**src/sv/vang_lane.sv**
```systemverilog
// ----------------------------------------------------------------------------
// vang_lane: per-axis product lane
// Forms a*b, a*a and b*b for one vector component pair, registered.
// ----------------------------------------------------------------------------
module vang_lane #(
   parameter int CB = 16
) (
   input  logic                 clock,
   input  logic signed [CB-1:0] a,
   input  logic signed [CB-1:0] b,
   output logic signed [2*CB-1:0] ab,
   output logic [2*CB-1:0]      aa,
   output logic [2*CB-1:0]      bb
);

   logic signed [2*CB-1:0] ab_ff;
   logic signed [2*CB-1:0] aa_ff;
   logic signed [2*CB-1:0] bb_ff;

   // three products per lane, payload only
   always_ff @(posedge clock) begin
      ab_ff <= a * b;
      aa_ff <= a * a;
      bb_ff <= b * b;
   end

   assign ab = ab_ff;
   assign aa = unsigned'(aa_ff);
   assign bb = unsigned'(bb_ff);

endmodule

```
**config.mk**
```make
export PLATFORM = sky130hd
export DESIGN_NAME = vang_lane
export DESIGN_NICKNAME = d
export VERILOG_FILES = /design/src/sv/vang_lane.sv
export SDC_FILE = /design/constraint.sdc
export NUM_CORES = 2
export LEC_CHECK = 0
export BUFFER_PORTS_ARGS = -buffer_cell sky130_fd_sc_hd__buf_4
export CORE_ASPECT_RATIO = 1.25
export CORE_MARGIN = 5
export CORE_UTILIZATION = 59
export CTS_CLUSTER_DIAMETER = 50
export CTS_CLUSTER_SIZE = 12
export DETAILED_ROUTE_END_ITERATION = 6
export PLACE_DENSITY = 0.9
export SLEW_MARGIN = 20
export SYNTH_ARGS = -nofsm -noshare
export SYNTH_HDL_FRONTEND = slang
export SYNTH_SLANG_ARGS = --single-unit
```
**constraint.sdc**
```tcl
create_clock -name clock -period 6.8 [get_ports clock]
set_clock_uncertainty 0.15 [all_clocks]
set_input_delay 1.36 -clock clock [delete_from_list [all_inputs] [get_ports clock]]
set_output_delay 1.36 -clock clock [all_outputs]
set_load 0.01 [all_outputs]
```
==> key figures <==
Outcome
  – Status: finished with violations
  – Failing checks: negative setup slack

GRT
  – Met3 usage: 0.0519
  – Met2 Use GR: 0.524
  – Total gr overflow: 0
  – Global-route wire length before repair: 130000 um
  – Largest net degree at the start of global routing: 26
  – All-Layer GR Usage: 0.292
  – Antenna violations before repair: 2
  – M1 GR Usage: 0.311
  – Vias in the first global route: 27478
  – Busiest layer in global routing: met2

Setup path
  – Crit path DAT: 7.29 ns
  – CP Capture Type: flop
  – CP max stage cell: fa_1
  – Worst EP required: 6.94 ns
  – CP Launch Point: a[13]
  – Startpoint type of the worst setup path: input port
  – Max incr delay on CP: 0.75 ns
  – Cell Chain, Critical Path: buf_4 -> nand2_1 -> buf_4 -> fa_1 -> inv_1 -> fa_1 -> fa_1 -> fa_1 -> fa_1 -> inv_1 -> fa_1 -> inv_1 -> ha_1 -> and3_1 -> and4_1 -> o211ai_1 -> and4b_2 -> buf_4 -> o21ai_2 -> mux2i_1 -> nand3_1
  – Most common cell on crit path: fa_1
  – Kind of critical path: input port to flop
  – Crit path max fanout: 17

Place
  – PortBufs: 126
  – Placer congestion estimate: 0.923
  – Post-place setup slack: -0.390 ns
  – DP HPWL: 66900 um
  – Placed cell count: 4282

Drt
  – Total iterations of the first detailed-routing run: 6
  – WL final: 82000 um
  – Vias/cell: 5.59
  – Wirelength per Cell: 19.0 um
  – First DRT Iteration DRCs: 1886
  – Drc violations: 0
  – Via count: 24119
  – Final ANT Viol Nets: 0

Job
  – # Max-Cap Violations: 0

Yosys
  – Top cell type by total area after synthesis: fa_1
  – Post-synth top cells: inv_1, fa_1, nand2_1
  – Register area share after synthesis: 0.0627
  – Most common cell in the netlist: inv_1
  – Mapped Area: 0.0300 mm2
  – Synthesis Warnings: 0
  – Post-Syn Area per Cell: 9.28 um2
  – Netlist cell types: 79
  – Syn Inst Count: 3235
  – Post-synth top area share: 0.488
  – Prevailing post-synth register cell: dfxtp_1
  – FFs w/ async S/R, synth: 0
  – Register bit total from synthesis: 94
  – Area contributors post-synth: fa_1, inv_1, ha_1, dfxtp_1, nand2_1
  – EDFF count, synth: 0

Die
  – Initial core utilization: 0.596
  – FP Rows: 92
  – Die W: 212 um
  – Die Y: 262 um
  – Core ar.: 0.0504 mm2
  – IO Pins: 129
  – DIE AREA: 0.0555 mm2

Timing
  – Slew margin rel.: 0.577
  – Fin. Hold Viols: 0
  – Crit share post-route: 1.05
  – Worst setup margin: -0.344 ns
  – Fmax achieved: 140 MHz
  – Final setup fails: 13
  – Worst Tran Pin Value: 0.626 ns
  – Slew Limit Fails: 0
  – Crit path time final: 7.14 ns

Clocking
  – Max Buffers Root-to-Sink: 2
  – Clock transition at path regs: 0.08 ns
  – H-tree depth: 3
  – CTS buffer count: 9
  – Root Buffer: clkbuf_16
  – # clock sinks: 94
  – TritonCTS clock tree: done

Finish
  – Area delta synth->final: 17.3%
  – Layout cells sized above 1: 0.178
  – Final #Nets: 4670
  – Core Util, Final: 0.699
  – Final instance count without filler cells: 4311

Min path
  – Hold Crit Class: input port to flop
  – Hold Startpoint: b[0]
registers in the layout, summed over array words and instances (netlist names):
| signal | flops |
|---|---|
| bb | 31 |
| aa | 31 |
| ab | 32 |
metrics by stage:
| stage | TNS (ns) | hold WS [ns] | instance area (um2) |
|---|---|---|---|
| 2_1_floorplan | -0.0106 | 1.24 | 30200 |
| 3_3_place_gp | -3.27 | 1.52 | 34300 |
| 3_5_place_dp | -9.14 | 1.52 | 34300 |
| 4_1_cts | 0 | 1.07 | 34700 |
| 5_1_grt | -4.59 | 1.08 | 35200 |
| 6_report | -2.83 | 1.10 | 35200 |
final cells by class:
class	instances	area [um2]
Clock inverter	7	77.6
Sequential cell	94	1880
Fill cell	3209	15200
Antenna cell	3	7.51
Multi-Input combinational cell	2104	24700
Tap cell	658	823
Clock buffer	9	225
Inverter	923	3480
Timing Repair Buffer	513	4080
what timing repair did:
action / 4_1_cts / 5_1_grt
hold buffers: 0 / 0
buffers inserted: 0 / 10
setup endpoints to repair: 1 / 27
pin swaps: 0 / 28
resized for setup: 2 / 114
critical path, delay by kind of cell:
family	cells	cell delay [ns]
mux	1	0.20
compound gates	2	0.31
buf+inv	6	0.85
simple gates	5	0.94
fa+ha+maj	7	3.61
cells by family (layout without fill, tap and decap cells):
| group | after synthesis | count (layout) | share of synthesized area |
|---|---|---|---|
| and+or+nand+nor | 727 | 727 | 0.115 |
| muxes | 6 | 6 | 0.00200 |
| xor gates and xnor gates | 118 | 118 | 0.0344 |
| DFF | 94 | 94 | 0.0627 |
| AOI/OAI and AO/OA | 259 | 259 | 0.0588 |
| adders and majority gates | 992 | 992 | 0.596 |
| buffers and inverters | 1038 | 1452 | 0.131 |
| other | 1 | 5 | 0.000125 |
routing by layer:
| metal | up-vias | share of wire | wire (um) |
|---|---|---|---|
| met1 | 11972 | 0.32 | 25900 |
| met2 | 1303 | 0.52 | 42800 |
| met3 | 571 | 0.074 | 6060 |
| li1 | 10273 | - | - |
| met4 | 0 | 0.089 | 7270 |
| met5 | - | 0 | 0 |
final timing paths:
path | end | slack [ns] | depth (start not counted)
max | aa[23]$_DFF_P_ | -0.34 | 21
min | bb[0]$_DFF_P_ | 1.10 | 1
layout by cell type (no fill, tap or decap), drive strengths merged, types with 6 or more instances in the layout:
cell and n:
a211o 6, a211oi 13, a21o 23, a21oi 80, a31o 6, a31oi 14
and2 177, and3 14, buf 513, clkbuf 9, dfxtp 94, fa 732
ha 260, inv 923, mux2i 6, nand2 304, nand2b 16, nand3 14
nor2 127, nor2b 10, nor3 26, o211ai 7, o21a 14, o21ai 50
o21bai 7, or2 8, xnor2 92, xor2 26
Power is not shown: default switching activity piles up to over one toggle a cycle in this logic, so the estimate is an artifact.
