===== src/sv/vang_sqrt.sv =====
// ----------------------------------------------------------------------------
// vang_sqrt: pipelined integer square root
// One root bit per stage, restoring method on the running remainder.
// ----------------------------------------------------------------------------
module vang_sqrt #(
   parameter int IW = 64,
   parameter int RW = 32,
   parameter int SW = 2
) (
   input  logic          clock,
   input  logic          reset,
   input  logic          in_valid,
   input  logic [IW-1:0] in_value,
   input  logic [SW-1:0] in_side,
   output logic          out_valid,
   output logic [RW-1:0] out_root,
   output logic [SW-1:0] out_side
);

   localparam int TW = 2 * RW + 2;

   logic [TW-1:0] rem_ff  [RW];
   logic [RW-1:0] root_ff [RW];
   logic [SW-1:0] side_ff [RW];
   logic          valid_ff[RW];

   for (genvar s = 0; s < RW; s++) begin : g_stage
      localparam int J = RW - 1 - s;
      logic [TW-1:0] rem_src;
      logic [RW-1:0] root_src;
      logic [SW-1:0] side_src;
      logic          valid_src;
      logic [TW-1:0] trial;
      logic [TW-1:0] rem_in;
      logic [RW-1:0] root_in;

      if (s == 0) begin : g_first
         assign rem_src   = TW'(in_value);
         assign root_src  = '0;
         assign side_src  = in_side;
         assign valid_src = in_valid;
      end else begin : g_next
         assign rem_src   = rem_ff[s-1];
         assign root_src  = root_ff[s-1];
         assign side_src  = side_ff[s-1];
         assign valid_src = valid_ff[s-1];
      end

      // try setting root bit J: cost is 2*r*2^J + 4^J
      always_comb begin
         trial = (TW'(root_src) << (J + 1)) + (TW'(1) << (2 * J));
         if (rem_src >= trial) begin
            rem_in  = rem_src - trial;
            root_in = root_src | (RW'(1) << J);
         end else begin
            rem_in  = rem_src;
            root_in = root_src;
         end
      end

      always_ff @(posedge clock) begin
         if (reset) begin
            valid_ff[s] <= 1'b0;
         end else begin
            valid_ff[s] <= valid_src;
         end
         rem_ff[s]  <= rem_in;
         root_ff[s] <= root_in;
         side_ff[s] <= side_src;
      end
   end

   assign out_valid = valid_ff[RW-1];
   assign out_root  = root_ff[RW-1];
   assign out_side  = side_ff[RW-1];

endmodule


===== config.mk =====
export PLATFORM = sky130hd
export DESIGN_NAME = vang_sqrt
export DESIGN_NICKNAME = d
export VERILOG_FILES = /design/src/sv/vang_sqrt.sv
export SDC_FILE = /design/constraint.sdc
export NUM_CORES = 2
export LEC_CHECK = 0
export BUFFER_PORTS_ARGS = -buffer_cell sky130_fd_sc_hd__buf_2
export CORE_MARGIN = 3
export CORE_UTILIZATION = 30
export DETAILED_ROUTE_END_ITERATION = 10
export PLACE_DENSITY_LB_ADDON = 0.15
export SYNTH_ARGS = -nofsm -noshare
export SYNTH_HDL_FRONTEND = slang
export SYNTH_SLANG_ARGS = --single-unit

===== constraint.sdc =====
create_clock -name clock -period 5.4 [get_ports clock]
set_clock_uncertainty 0.1 [all_clocks]
set_input_delay 1.08 -clock clock [delete_from_list [all_inputs] [get_ports clock]]
set_output_delay 1.08 -clock clock [all_outputs]
set_load 0.01 [all_outputs]

==> impl_summary.txt <==
----------------------------------------------------
[CTS]
  Number of buffers added to fix hold violations after cts ... 0
  Longest Clk Path Bufs ... 4
  Setup repair bufs after CTS ... 0
  Post_cts resized ... 0
  Worst skew pair latency ... 900 ps
  Clock-pin slew of the registers on the worst-case setup and hold paths ... 60 ps
  Number of buffers added by the clock tree synthesis step ... between 200 and 300
  H-tree lvl count ... 5
  TritonCTS clock tree ... yes
  # clock sinks ... between 2000 and 3000
  CTS root buffer ... sky130_fd_sc_hd__clkbuf_16

[Global route]
  Vias in the first global route ... approximately 73000
  Pin count of the biggest net entering global routing ... 58
  Combined global-route utilization of all metal layers ... about 16%
  Number of antenna violations at the first check in global routing ... 20
  Overall overflow remaining after global route ... 0
  Global-route wire length before repair ... roughly 440 mm

[Yosys]
  Count of warnings emitted by yosys ... 0
  Dominant combinational cell family by area after synthesis ... simple AND/OR/NAND/NOR gates
  Synthesized netlist net count ... roughly 11000
  Adder and majority cell fraction of the synthesized area ... ~7%
  Post-synth top area cell ... sky130_fd_sc_hd__dfxtp_1
  Portion of the post-synthesis area used by sequential elements ... between 50 and 60%
  Multiplexer fraction of the synthesized cell area ... ~1.2%
  Number of enable flip-flop cells after synthesis ... 0
  Fraction of synthesized cell area in xor and xnor cells ... under 10%
  Post-synthesis simple-gate area fraction ... 15.7%
  Netlist area before placement ... 101000 um^2
  Number of distinct library cell variants in the gate-level netlist after synthesis ... approximately 90
  Most common flop cell mapped by yosys ... sky130_fd_sc_hd__dfxtp_1
  Avg Cell Area, Syn ... between 9 and 10 um^2
  Leading post-synthesis cells by cell area ... sky130_fd_sc_hd__dfxtp_1, sky130_fd_sc_hd__ha_1, sky130_fd_sc_hd__xnor2_1
  FF+latch count, synth ... around 2700
  Share of synthesized flip-flops with an asynchronous set or reset ... 0%
  Number of instances in the synthesized netlist ... 10200
  Area fraction in compound gates after synthesis ... a little under an eighth
  Share of Yosys cell area claimed by the top area cell type ... about 53%

[STA]
  Final total negative setup slack ... 0 ps
  Worst slew pin tran ... roughly 1300 ps
  Unrepaired setup endpoints after global routing ... false
  Final count of negative-setup-slack endpoints ... 0
  Worst relative slew slack ... between 10% and 20%
  Final period utilization ... 83.1%
  Max Fclk ... approximately 0.22 GHz
  Final hold slack ... roughly 190 ps
  Period minus WS final ... 4490 ps
  Crit path setup slack, layout ... between 900 and 1000 ps
  Pins over their slew limit ... 0
  Hold violation count in the final report ... 0

[Run status]
  Result of the run ... completed

[Setup path]
  Crit-path max FO ... 56
  Kind of cell adding the most delay to the critical path ... simple AND/OR/NAND/NOR gates
  Buffers & Inverters on Critical Path ... 1
  Worst reg2reg setup slack ... about 910 ps
  Delay of the slowest critical-path stage ... 830 ps
  Register-to-Register Path Depth ... 8
  Path type of the worst setup path ... reg2reg
  Cell chain of the critical path ... or4_1 -> or2_1 -> nor4_1 -> o31ai_1 -> a21oi_1 -> and2_2 -> inv_1 -> mux2_2
  Critical register-to-register path endpoint ... rem_ff[1][762]$_DFF_P_
  Highest-delay cell along the critical path ... sky130_fd_sc_hd__and2_2
  Required time at the endpoint of the critical path ... between 6000 and 7000 ps
  Endpoint class of the critical path ... flip-flop
  Worst r2r src ... rem_ff[1][716]$_DFF_P_
  Data arrival time of the worst path ... between 5000 and 6000 ps
  Critical Path Start Type ... flip-flop

[Layout]
  Area grow syn2layout ... 15.8%
  Final #Nets ... 11000
  Share of final-layout standard cells stronger than drive strength 1 ... between 7 and 8%
  Area of all placed cells without fillers ... 117000 um^2
  Most common cell after layout, fill and taps aside ... sky130_fd_sc_hd__dfxtp_1
  Leading cell types in the layout, fill and taps excluded ... sky130_fd_sc_hd__dfxtp_1, sky130_fd_sc_hd__nor2_1, sky130_fd_sc_hd__inv_1
  Layout fillers ... 33700

[Placement]
  Post-place setup slack ... between 1000 and 1500 ps
  Final weighted congestion in routability-driven placement ... around 0.9
  HPWL after DPL ... between 200 and 250 mm
  Post-DP Area ... around 110000 um^2
  Buffers on Ports ... 103

[Floorplan]
  Row cnt ... 212
  Number of placed I/O pins ... between 100 and 150
  Area of the placeable core ... around 330000 um^2
  Die span in x ... a little under 600 um
  Height of the die ... approximately 600 um
  Initial Util ... 30.2%
  Full die area ... between 300000 and 400000 um^2

[Worst hold path]
  Class of the tightest hold or removal check ... in2reg
  Source of the worst hold timing path ... in_value[43]
  Hold endpoint ... rem_ff[0][43]$_DFF_P_
  Hold-critical path depth ... 1

[Route]
  Number of detailed-route iterations in the first pass ... 6
  Antenna Nets Post-Route ... 0
  Initial DRC count ... approximately 4200
  Routed wire length ... roughly 290 mm
  Vias post-DR ... 72100
  DRC viols ... 0
  Routed via count divided by cell count ... about 4.8
  Average wire per standard cell ... 19.1 um

[Job]
  Max_cap viols ... 0

[Pwr]
  Worst IR drop on VDD ... between 0.0002 and 0.0003 V
  Leak Pwr ... between 50 and 60 nW
  PD cells ... 530 nW/um^2

----------------------------------------------------
==> registers in the layout (all words and copies together) (netlist names) <==
| register | flops |
|---|---|
| rem_ff | 2045 |
| root_ff | 528 |
| side_ff | 64 |
| valid_ff | 32 |
==> routing by layer <==
layer | part of all wire, % | vias up | GRT usage (%)
met5 | 0.095 | - | 0.554
met4 | 2.2 | 2 | 3.89
li1 | - | 36000 | -
met1 | 46 | 34300 | 21.4
met2 | 47 | 1417 | 27.4
met3 | 4.4 | 388 | 2.73
==> power by group <==
group | switching (mW) | total, mW | leakage, nW | internal, mW
Sequential | 4.14 | 28.1 | 22.4 | 23.9
Clock | 8.32 | 20.8 | 4.98 | 12.5
Combinational | 7.50 | 13.2 | 24.7 | 5.68
==> final cells by class <==
class                      instances  area (um^2)  share of cell area [%]
sequential                      2669        53400                    45.6
multi-input combinational       6532        44100                    37.7
clock buffer                     408         8540                    7.30
tap                             4494         5620                    4.80
inverter                         724         2720                    2.32
clock inverter                   121         1680                    1.44
timing repair buffer             157          921                   0.787
antenna                            4         10.0                 0.00855
==> stage by stage <==
step / util [%] / total power, mW / instances
floorplan: - / 36.5 / 10200
detailed placement: 31.9 / 41.7 / 14600
CTS: 35.0 / 63.0 / 15100
global route: 35.0 / 65.6 / 15100
finish: 35.0 / 62.0 / 15100
global placement: 31.9 / 41.7 / 14600
==> how the worst max path moves through the flow <==
stage / depth (start not counted) / startpoint / slack (ps) / endpoint
floorplan: 9 / rem_ff[1][314]$_DFF_P_ / 1820 / rem_ff[1][354]$_DFF_P_
global placement: 11 / root_ff[14][30]$_DFF_P_ / 940 / rem_ff[1][866]$_DFF_P_
detailed placement: 8 / rem_ff[1][716]$_DFF_P_ / 1090 / rem_ff[1][762]$_DFF_P_
CTS: 10 / root_ff[14][30]$_DFF_P_ / 1070 / rem_ff[1][923]$_DFF_P_
global route: 10 / root_ff[7][17]$_DFF_P_ / 770 / rem_ff[0][1054]$_DFF_P_
finish: 8 / rem_ff[1][716]$_DFF_P_ / 910 / rem_ff[1][762]$_DFF_P_
==> cell usage after synthesis, types with 50 or more instances <==
library cell,number
sky130_fd_sc_hd__nand2_1,562
sky130_fd_sc_hd__xnor2_1,511
sky130_fd_sc_hd__mux2_2,84
sky130_fd_sc_hd__dfxtp_1,2669
sky130_fd_sc_hd__a21o_1,230
sky130_fd_sc_hd__a31oi_1,57
sky130_fd_sc_hd__nor3_1,275
sky130_fd_sc_hd__inv_1,721
sky130_fd_sc_hd__xor2_1,434
sky130_fd_sc_hd__a21oi_1,662
sky130_fd_sc_hd__ha_1,558
sky130_fd_sc_hd__o21a_1,111
sky130_fd_sc_hd__or2_2,50
sky130_fd_sc_hd__o21bai_1,53
sky130_fd_sc_hd__nor4b_1,51
sky130_fd_sc_hd__nand4_1,175
sky130_fd_sc_hd__or3_1,116
sky130_fd_sc_hd__nor4_1,380
sky130_fd_sc_hd__clkbuf_1,211
sky130_fd_sc_hd__nor2_1,729
sky130_fd_sc_hd__a211oi_1,52
sky130_fd_sc_hd__o21ai_0,387
sky130_fd_sc_hd__nand3_1,186
sky130_fd_sc_hd__nand2b_1,109
sky130_fd_sc_hd__or4_1,88
sky130_fd_sc_hd__nor2b_1,93
==> cell families (layout without fill, tap and decap cells) <==
group,after synthesis,in the layout
flip-flops,2669,2669
adder cells (fa/ha/maj),558,558
other,0,4
AO/OA/AOI/OAI,1874,1874
XOR/XNOR,945,945
buffers and inverters,963,1410
multiplexers,104,104
AND/OR/NAND/NOR,3051,3051
Power figures use the tool's default switching activity.
