**src/sv/vang_pkg.sv**
```systemverilog
// ----------------------------------------------------------------------------
// vang_pkg: shared types and constants for the vector angle block
// Fixed-point constants, the CORDIC arctangent table and flag types.
// ----------------------------------------------------------------------------
package vang_pkg;

   // fraction bits of the internal cosine / angle format (Q2.30)
   localparam int CFRAC = 30;
   // signed width of the CORDIC x, y and z datapath
   localparam int CORDIC_W = 34;
   // pi in Q2.30
   localparam logic [31:0] PI_Q30 = 32'd3373259426;
   // table length of the arctangent constants
   localparam int ATAN_ENTRIES = 32;

   // flags that travel with an item down the pipeline
   typedef struct packed {
      logic undef;   // zero-length vector seen
      logic neg;     // dot product below zero
   } vang_flags_type;

   localparam int FLAGS_W = $bits(vang_flags_type);

   // floor(atan(2^-i) * 2^30)
   function automatic logic [31:0] atan_q30(input logic [4:0] idx);
      logic [31:0] val;
      unique case (idx)
         5'd0:  val = 32'h3243F6A8;
         5'd1:  val = 32'h1DAC6705;
         5'd2:  val = 32'h0FADBAFC;
         5'd3:  val = 32'h07F56EA6;
         5'd4:  val = 32'h03FEAB76;
         5'd5:  val = 32'h01FFD55B;
         5'd6:  val = 32'h00FFFAAA;
         5'd7:  val = 32'h007FFF55;
         5'd8:  val = 32'h003FFFEA;
         5'd9:  val = 32'h001FFFFD;
         5'd10: val = 32'h000FFFFF;
         5'd11: val = 32'h0007FFFF;
         5'd12: val = 32'h0003FFFF;
         5'd13: val = 32'h0001FFFF;
         5'd14: val = 32'h0000FFFF;
         5'd15: val = 32'h00007FFF;
         5'd16: val = 32'h00003FFF;
         5'd17: val = 32'h00001FFF;
         5'd18: val = 32'h00000FFF;
         5'd19: val = 32'h000007FF;
         5'd20: val = 32'h000003FF;
         5'd21: val = 32'h000001FF;
         5'd22: val = 32'h000000FF;
         5'd23: val = 32'h0000007F;
         5'd24: val = 32'h0000003F;
         5'd25: val = 32'h0000001F;
         5'd26: val = 32'h0000000F;
         5'd27: val = 32'h00000007;
         5'd28: val = 32'h00000003;
         5'd29: val = 32'h00000001;
         5'd30: val = 32'h00000000;
         5'd31: val = 32'h00000000;
      endcase
      return val;
   endfunction

endpackage

```
**src/sv/vang_cordic.sv**
```systemverilog
// ----------------------------------------------------------------------------
// vang_cordic: pipelined CORDIC in vectoring mode
// Rotates (x, y) onto the x axis, one micro-rotation per stage, summing z.
// ----------------------------------------------------------------------------
module vang_cordic
   import vang_pkg::*;
#(
   parameter int N  = 16,
   parameter int SW = 2
) (
   input  logic                       clock,
   input  logic                       reset,
   input  logic                       in_valid,
   input  logic signed [CORDIC_W-1:0] in_x,
   input  logic signed [CORDIC_W-1:0] in_y,
   input  logic [SW-1:0]              in_side,
   output logic                       out_valid,
   output logic signed [CORDIC_W-1:0] out_z,
   output logic [SW-1:0]              out_side
);

   logic signed [CORDIC_W-1:0] x_ff   [N];
   logic signed [CORDIC_W-1:0] y_ff   [N];
   logic signed [CORDIC_W-1:0] z_ff   [N];
   logic [SW-1:0]              side_ff[N];
   logic                       valid_ff[N];

   for (genvar s = 0; s < N; s++) begin : g_stage
      logic signed [CORDIC_W-1:0] x_src;
      logic signed [CORDIC_W-1:0] y_src;
      logic signed [CORDIC_W-1:0] z_src;
      logic [SW-1:0]              side_src;
      logic                       valid_src;
      logic signed [CORDIC_W-1:0] xs;
      logic signed [CORDIC_W-1:0] ys;
      logic signed [CORDIC_W-1:0] ang;
      logic signed [CORDIC_W-1:0] x_in;
      logic signed [CORDIC_W-1:0] y_in;
      logic signed [CORDIC_W-1:0] z_in;

      if (s == 0) begin : g_first
         assign x_src     = in_x;
         assign y_src     = in_y;
         assign z_src     = '0;
         assign side_src  = in_side;
         assign valid_src = in_valid;
      end else begin : g_next
         assign x_src     = x_ff[s-1];
         assign y_src     = y_ff[s-1];
         assign z_src     = z_ff[s-1];
         assign side_src  = side_ff[s-1];
         assign valid_src = valid_ff[s-1];
      end

      // rotate toward the x axis by atan(2^-s)
      always_comb begin
         xs  = x_src >>> s;
         ys  = y_src >>> s;
         ang = signed'(CORDIC_W'(atan_q30(5'(s))));
         if (y_src > 0) begin
            x_in = x_src + ys;
            y_in = y_src - xs;
            z_in = z_src + ang;
         end else begin
            x_in = x_src - ys;
            y_in = y_src + xs;
            z_in = z_src - ang;
         end
      end

      always_ff @(posedge clock) begin
         if (reset) begin
            valid_ff[s] <= 1'b0;
         end else begin
            valid_ff[s] <= valid_src;
         end
         x_ff[s]    <= x_in;
         y_ff[s]    <= y_in;
         z_ff[s]    <= z_in;
         side_ff[s] <= side_src;
      end
   end

   assign out_valid = valid_ff[N-1];
   assign out_z     = z_ff[N-1];
   assign out_side  = side_ff[N-1];

endmodule

```
**config.mk**
```make
export PLATFORM = sky130hd
export DESIGN_NAME = vang_cordic
export DESIGN_NICKNAME = d
export VERILOG_FILES = /design/src/sv/vang_pkg.sv /design/src/sv/vang_cordic.sv
export SDC_FILE = /design/constraint.sdc
export NUM_CORES = 2
export LEC_CHECK = 0
export ABC_AREA = 0
export BUFFER_PORTS_ARGS = -buffer_cell sky130_fd_sc_hd__buf_2
export CORE_ASPECT_RATIO = 0.7
export CORE_MARGIN = 2
export CORE_UTILIZATION = 56
export CTS_BUF_LIST = sky130_fd_sc_hd__clkbuf_8
export CTS_CLUSTER_SIZE = 40
export DETAILED_ROUTE_END_ITERATION = 12
export PLACE_DENSITY = 0.77
export REMOVE_ABC_BUFFERS = 1
export SETUP_SLACK_MARGIN = 0.05
export SYNTH_ARGS = -nofsm -noshare
export SYNTH_HDL_FRONTEND = slang
export SYNTH_SLANG_ARGS = --single-unit
```
**constraint.sdc**
```tcl
create_clock -name clock -period 7.6 [get_ports clock]
set_input_delay 1.52 -clock clock [delete_from_list [all_inputs] [get_ports clock]]
set_output_delay 1.52 -clock clock [all_outputs]
set_load 0.05 [all_outputs]
```
==> metrics.md <==
| Metric | Value |
|---|---|
| Actual slew at the worst max-slew pin | ~1.6 ns |
| Clock Latency Late Sink | about 1.0 ns |
| Netlist cell types | 95 |
| Worst setup path startpoint | y_ff[0][16] |
| Critical Path RT | between 8 and 9 ns |
| Nets | between 15k and 20k |
| Root Buffer | clkbuf_8 |
| Final Max Slew Viols | 4 |
| Fin. Hold Viols | 0 |
| Chip Width | around 540 um |
| Clock-pin slew on the worst setup and hold paths | 0.08 ns |
| Critical R2R Capture | x_ff[0][66] |
| Critical Path Fanout Max | 21 |
| Crit start category | register |
| Share of cells above drive strength 1 | about 4.9% |
| Number of nets still failing antenna checks after routing | 0 |
| Clock sink count | around 1.5k |
| Synth Flop Type | dfxtp_1 |
| R2r startpoint | y_ff[0][16] |
| Routability cong. | 1.03 |
| Reg2reg path depth | 22 |
| Register area share after synthesis | 26.5% |
| Vias in the first global route | roughly 90k |
| DR vias | roughly 100k |
| RSZ-0062 raised after global routing | no |
| Number of synthesized register bits | 1515 |
| Skew final | roughly 0.13 ns |
| Clock tree buffer depth | 4 |
| 1st-iter DRT viols | between 10k and 15k |
| Worst endpoint data arrival time | approximately 8.3 ns |
| Starting density of the core | between 50% and 60% |
| I/O Buffers | approximately 110 |
| Count of final setup violators | 0 |
| Yosys top cell by area | dfxtp_1 |
| Post-synth EDFFs | 0 |
| Final setup margin | 0.220 ns |
| Placement Rows | 138 |
| Vias per Instance | 6.09 |
| Fmax | roughly 140 MHz |
| Drt first pass iters | 6 |
| # DRC | 0 |
| I/O pin cnt | 110 |
| H-tree depth | 4 |
| Largest net degree at the start of global routing | 67 |
| Most common cell in the netlist | dfxtp_1 |
| Status | finished, violations left |
| Cts hold-fix bufs | 0 |
| Die Ht | around 380 um |
| Core Area | around 200000 um2 |
| CTS tree | built |
| CP Class | register to register |
| Total global-route track usage | 31.7% |
| Final worst-path cycle share | 97.1% |
| Overflow after GRT | 0 |
| CTS buffer count | between 200 and 250 |
| Setup crit end | x_ff[0][66] |
| DRT Wirelength | 346000 um |
| Fin crit period | around 7.4 ns |
| Hold Slack | around 0.32 ns |
| Fraction of registers with async set/reset | 0% |
| Most area-consuming cells after synthesis | dfxtp_1 (26%), ha_1 (16%), xnor2_1 (9.9%) |
| Max_slew headroom | -10.1% |
| Synth Area per Inst | ~8.4 um2 |
| Routed WL per cell | ~21 um |
| Synthesized area | about 110000 um2 |
| Synth Warn # | 0 |
| Top cells by instance count after synthesis | dfxtp_1 (1515), ha_1 (1475), a21oi_1 (1335) |
| Violated checks | capacitance limit, slew limit |
| First-pass GRT wire length | between 500000 and 600000 um |
| Fillers | ~18k |
| Area grow syn2layout | 7.81% |
| Post-synthesis cell count | ~14k |
| Max Cap Viol | 1 |
| DP HPWL | 280000 um |
| Worst reg2reg setup slack | ~0.22 ns |
| Setup slack at placement | slightly below 0.7 ns |
| Crit path capture type | register |
| Synth top area share | 26.5% |
| Hold Crit Class | register to register |
| Die ar. | 208000 um2 |
| Initial antenna violation count | 26 |
==> how the worst min path moves through the flow <==
| stage | to | start | depth (start not counted) | slack (ns) |
|---|---|---|---|---|
| after floorplan | side_ff[0][10] | side_ff[0][8] | 0 | 0.31 |
| after global placement | side_ff[0][5] | side_ff[0][3] | 0 | 0.31 |
| after detailed placement | side_ff[0][15] | side_ff[0][13] | 0 | 0.31 |
| after CTS | z_ff[0][69] | z_ff[0][35] | 0 | 0.32 |
| after global routing | z_ff[0][69] | z_ff[0][35] | 0 | 0.32 |
| final | z_ff[0][69] | z_ff[0][35] | 0 | 0.32 |
==> state kept, by name, summed over array words and instances, names as in the netlist <==
signal and flops:
y_ff 509, z_ff 496, x_ff 462, side_ff 32, valid_ff 16
==> cell usage in the layout (no fill, tap or decap), types with 74 or more instances in the layout <==
cell type,instances
buf_2,109
a21oi_1,1334
nor4_1,107
or3_1,122
a31oi_1,152
a211oi_1,95
a21o_1,730
nand2b_1,218
dfxtp_1,1515
nand2_1,832
o31ai_1,183
o21a_1,214
nor2b_1,250
nor3_1,257
o21ai_0,785
xor2_1,646
o21bai_1,168
nor2_1,981
xnor2_1,1288
clkbuf_8,283
and3_1,127
nand3_1,242
o41ai_1,77
ha_1,1475
or4_1,74
nand4_1,112
inv_1,638
==> cell type report <==
cell class	count	area, um2	area share, %
flip-flops and latches	1515	30300	24.6
repair buffers	161	936	0.758
well taps	2730	3420	2.77
clock buffers	283	3890	3.16
clock inverters	147	1420	1.15
multi-input cells	11300	81100	65.7
diodes	11	27.5	0.0223
inverters	605	2270	1.84
==> timing repair <==
action / in CTS / in global routing
endpoints found under the setup margin: 0 / 3
gates resized for setup: 0 / 1
setup buffers: 0 / 0
==> logic make-up after synthesis <==
group | count (synthesis) | synth area share, %
adders and majority gates | 1513 | 16.8
DFF | 1515 | 26.5
AOI/OAI and AO/OA | 4254 | 23.6
other | 1 | 0.00328
muxes | 27 | 0.248
xor gates and xnor gates | 1934 | 14.8
buffers and inverters | 830 | 2.76
and+or+nand+nor | 3556 | 15.3
==> routing by layer <==
layer  global-route usage, %  part of all wire (%)  vias up  routed length (um)
met2                    38.6                    35     4885              121000
li1                        -                     -    49600                   -
met1                    50.3                    49    46900              170000
met4                    8.18                   2.5       22                8780
met3                    11.3                    13      490               46400
met5                   0.951                  0.14        -                 489
==> worst max-delay path, stage by stage (launching register included) <==
cell and delay, ns:
dfxtp_1 0.40, nor3_1 0.31, nand2b_1 0.19, nor4_2 0.34, buf_4 0.29, nand4_1 0.50, nor3_2 0.62, nor2_4 0.23
inv_1 0.10, buf_4 0.35, nor2_1 0.09, xnor2_1 0.14, ha_1 0.32, nor2b_1 0.14, o21ai_0 0.23, a21bo_2 0.19
a21oi_1 0.18, a211oi_1 0.77, a21oi_1 0.34, a31oi_1 0.65, o21ai_0 0.32, a221oi_1 0.39, xnor2_1 0.16
==> metrics by stage <==
step / instance area [um2] / setup TNS, ns / utilization, % / std cells
after CTS: 123000 / 0 / 60.9 / 16700
final: 123000 / 0 / 60.9 / 16700
after global routing: 123000 / 0 / 60.9 / 16700
after detailed placement: 118000 / 0 / 58.2 / 16300
after floorplan: 114000 / -0.566 / - / 13400
after global placement: 118000 / -1.97 / 58.2 / 16300
Power is left out: the tool's default activity adds up to more than one toggle a clock period on the data nets, which glitch-free logic cannot reach.
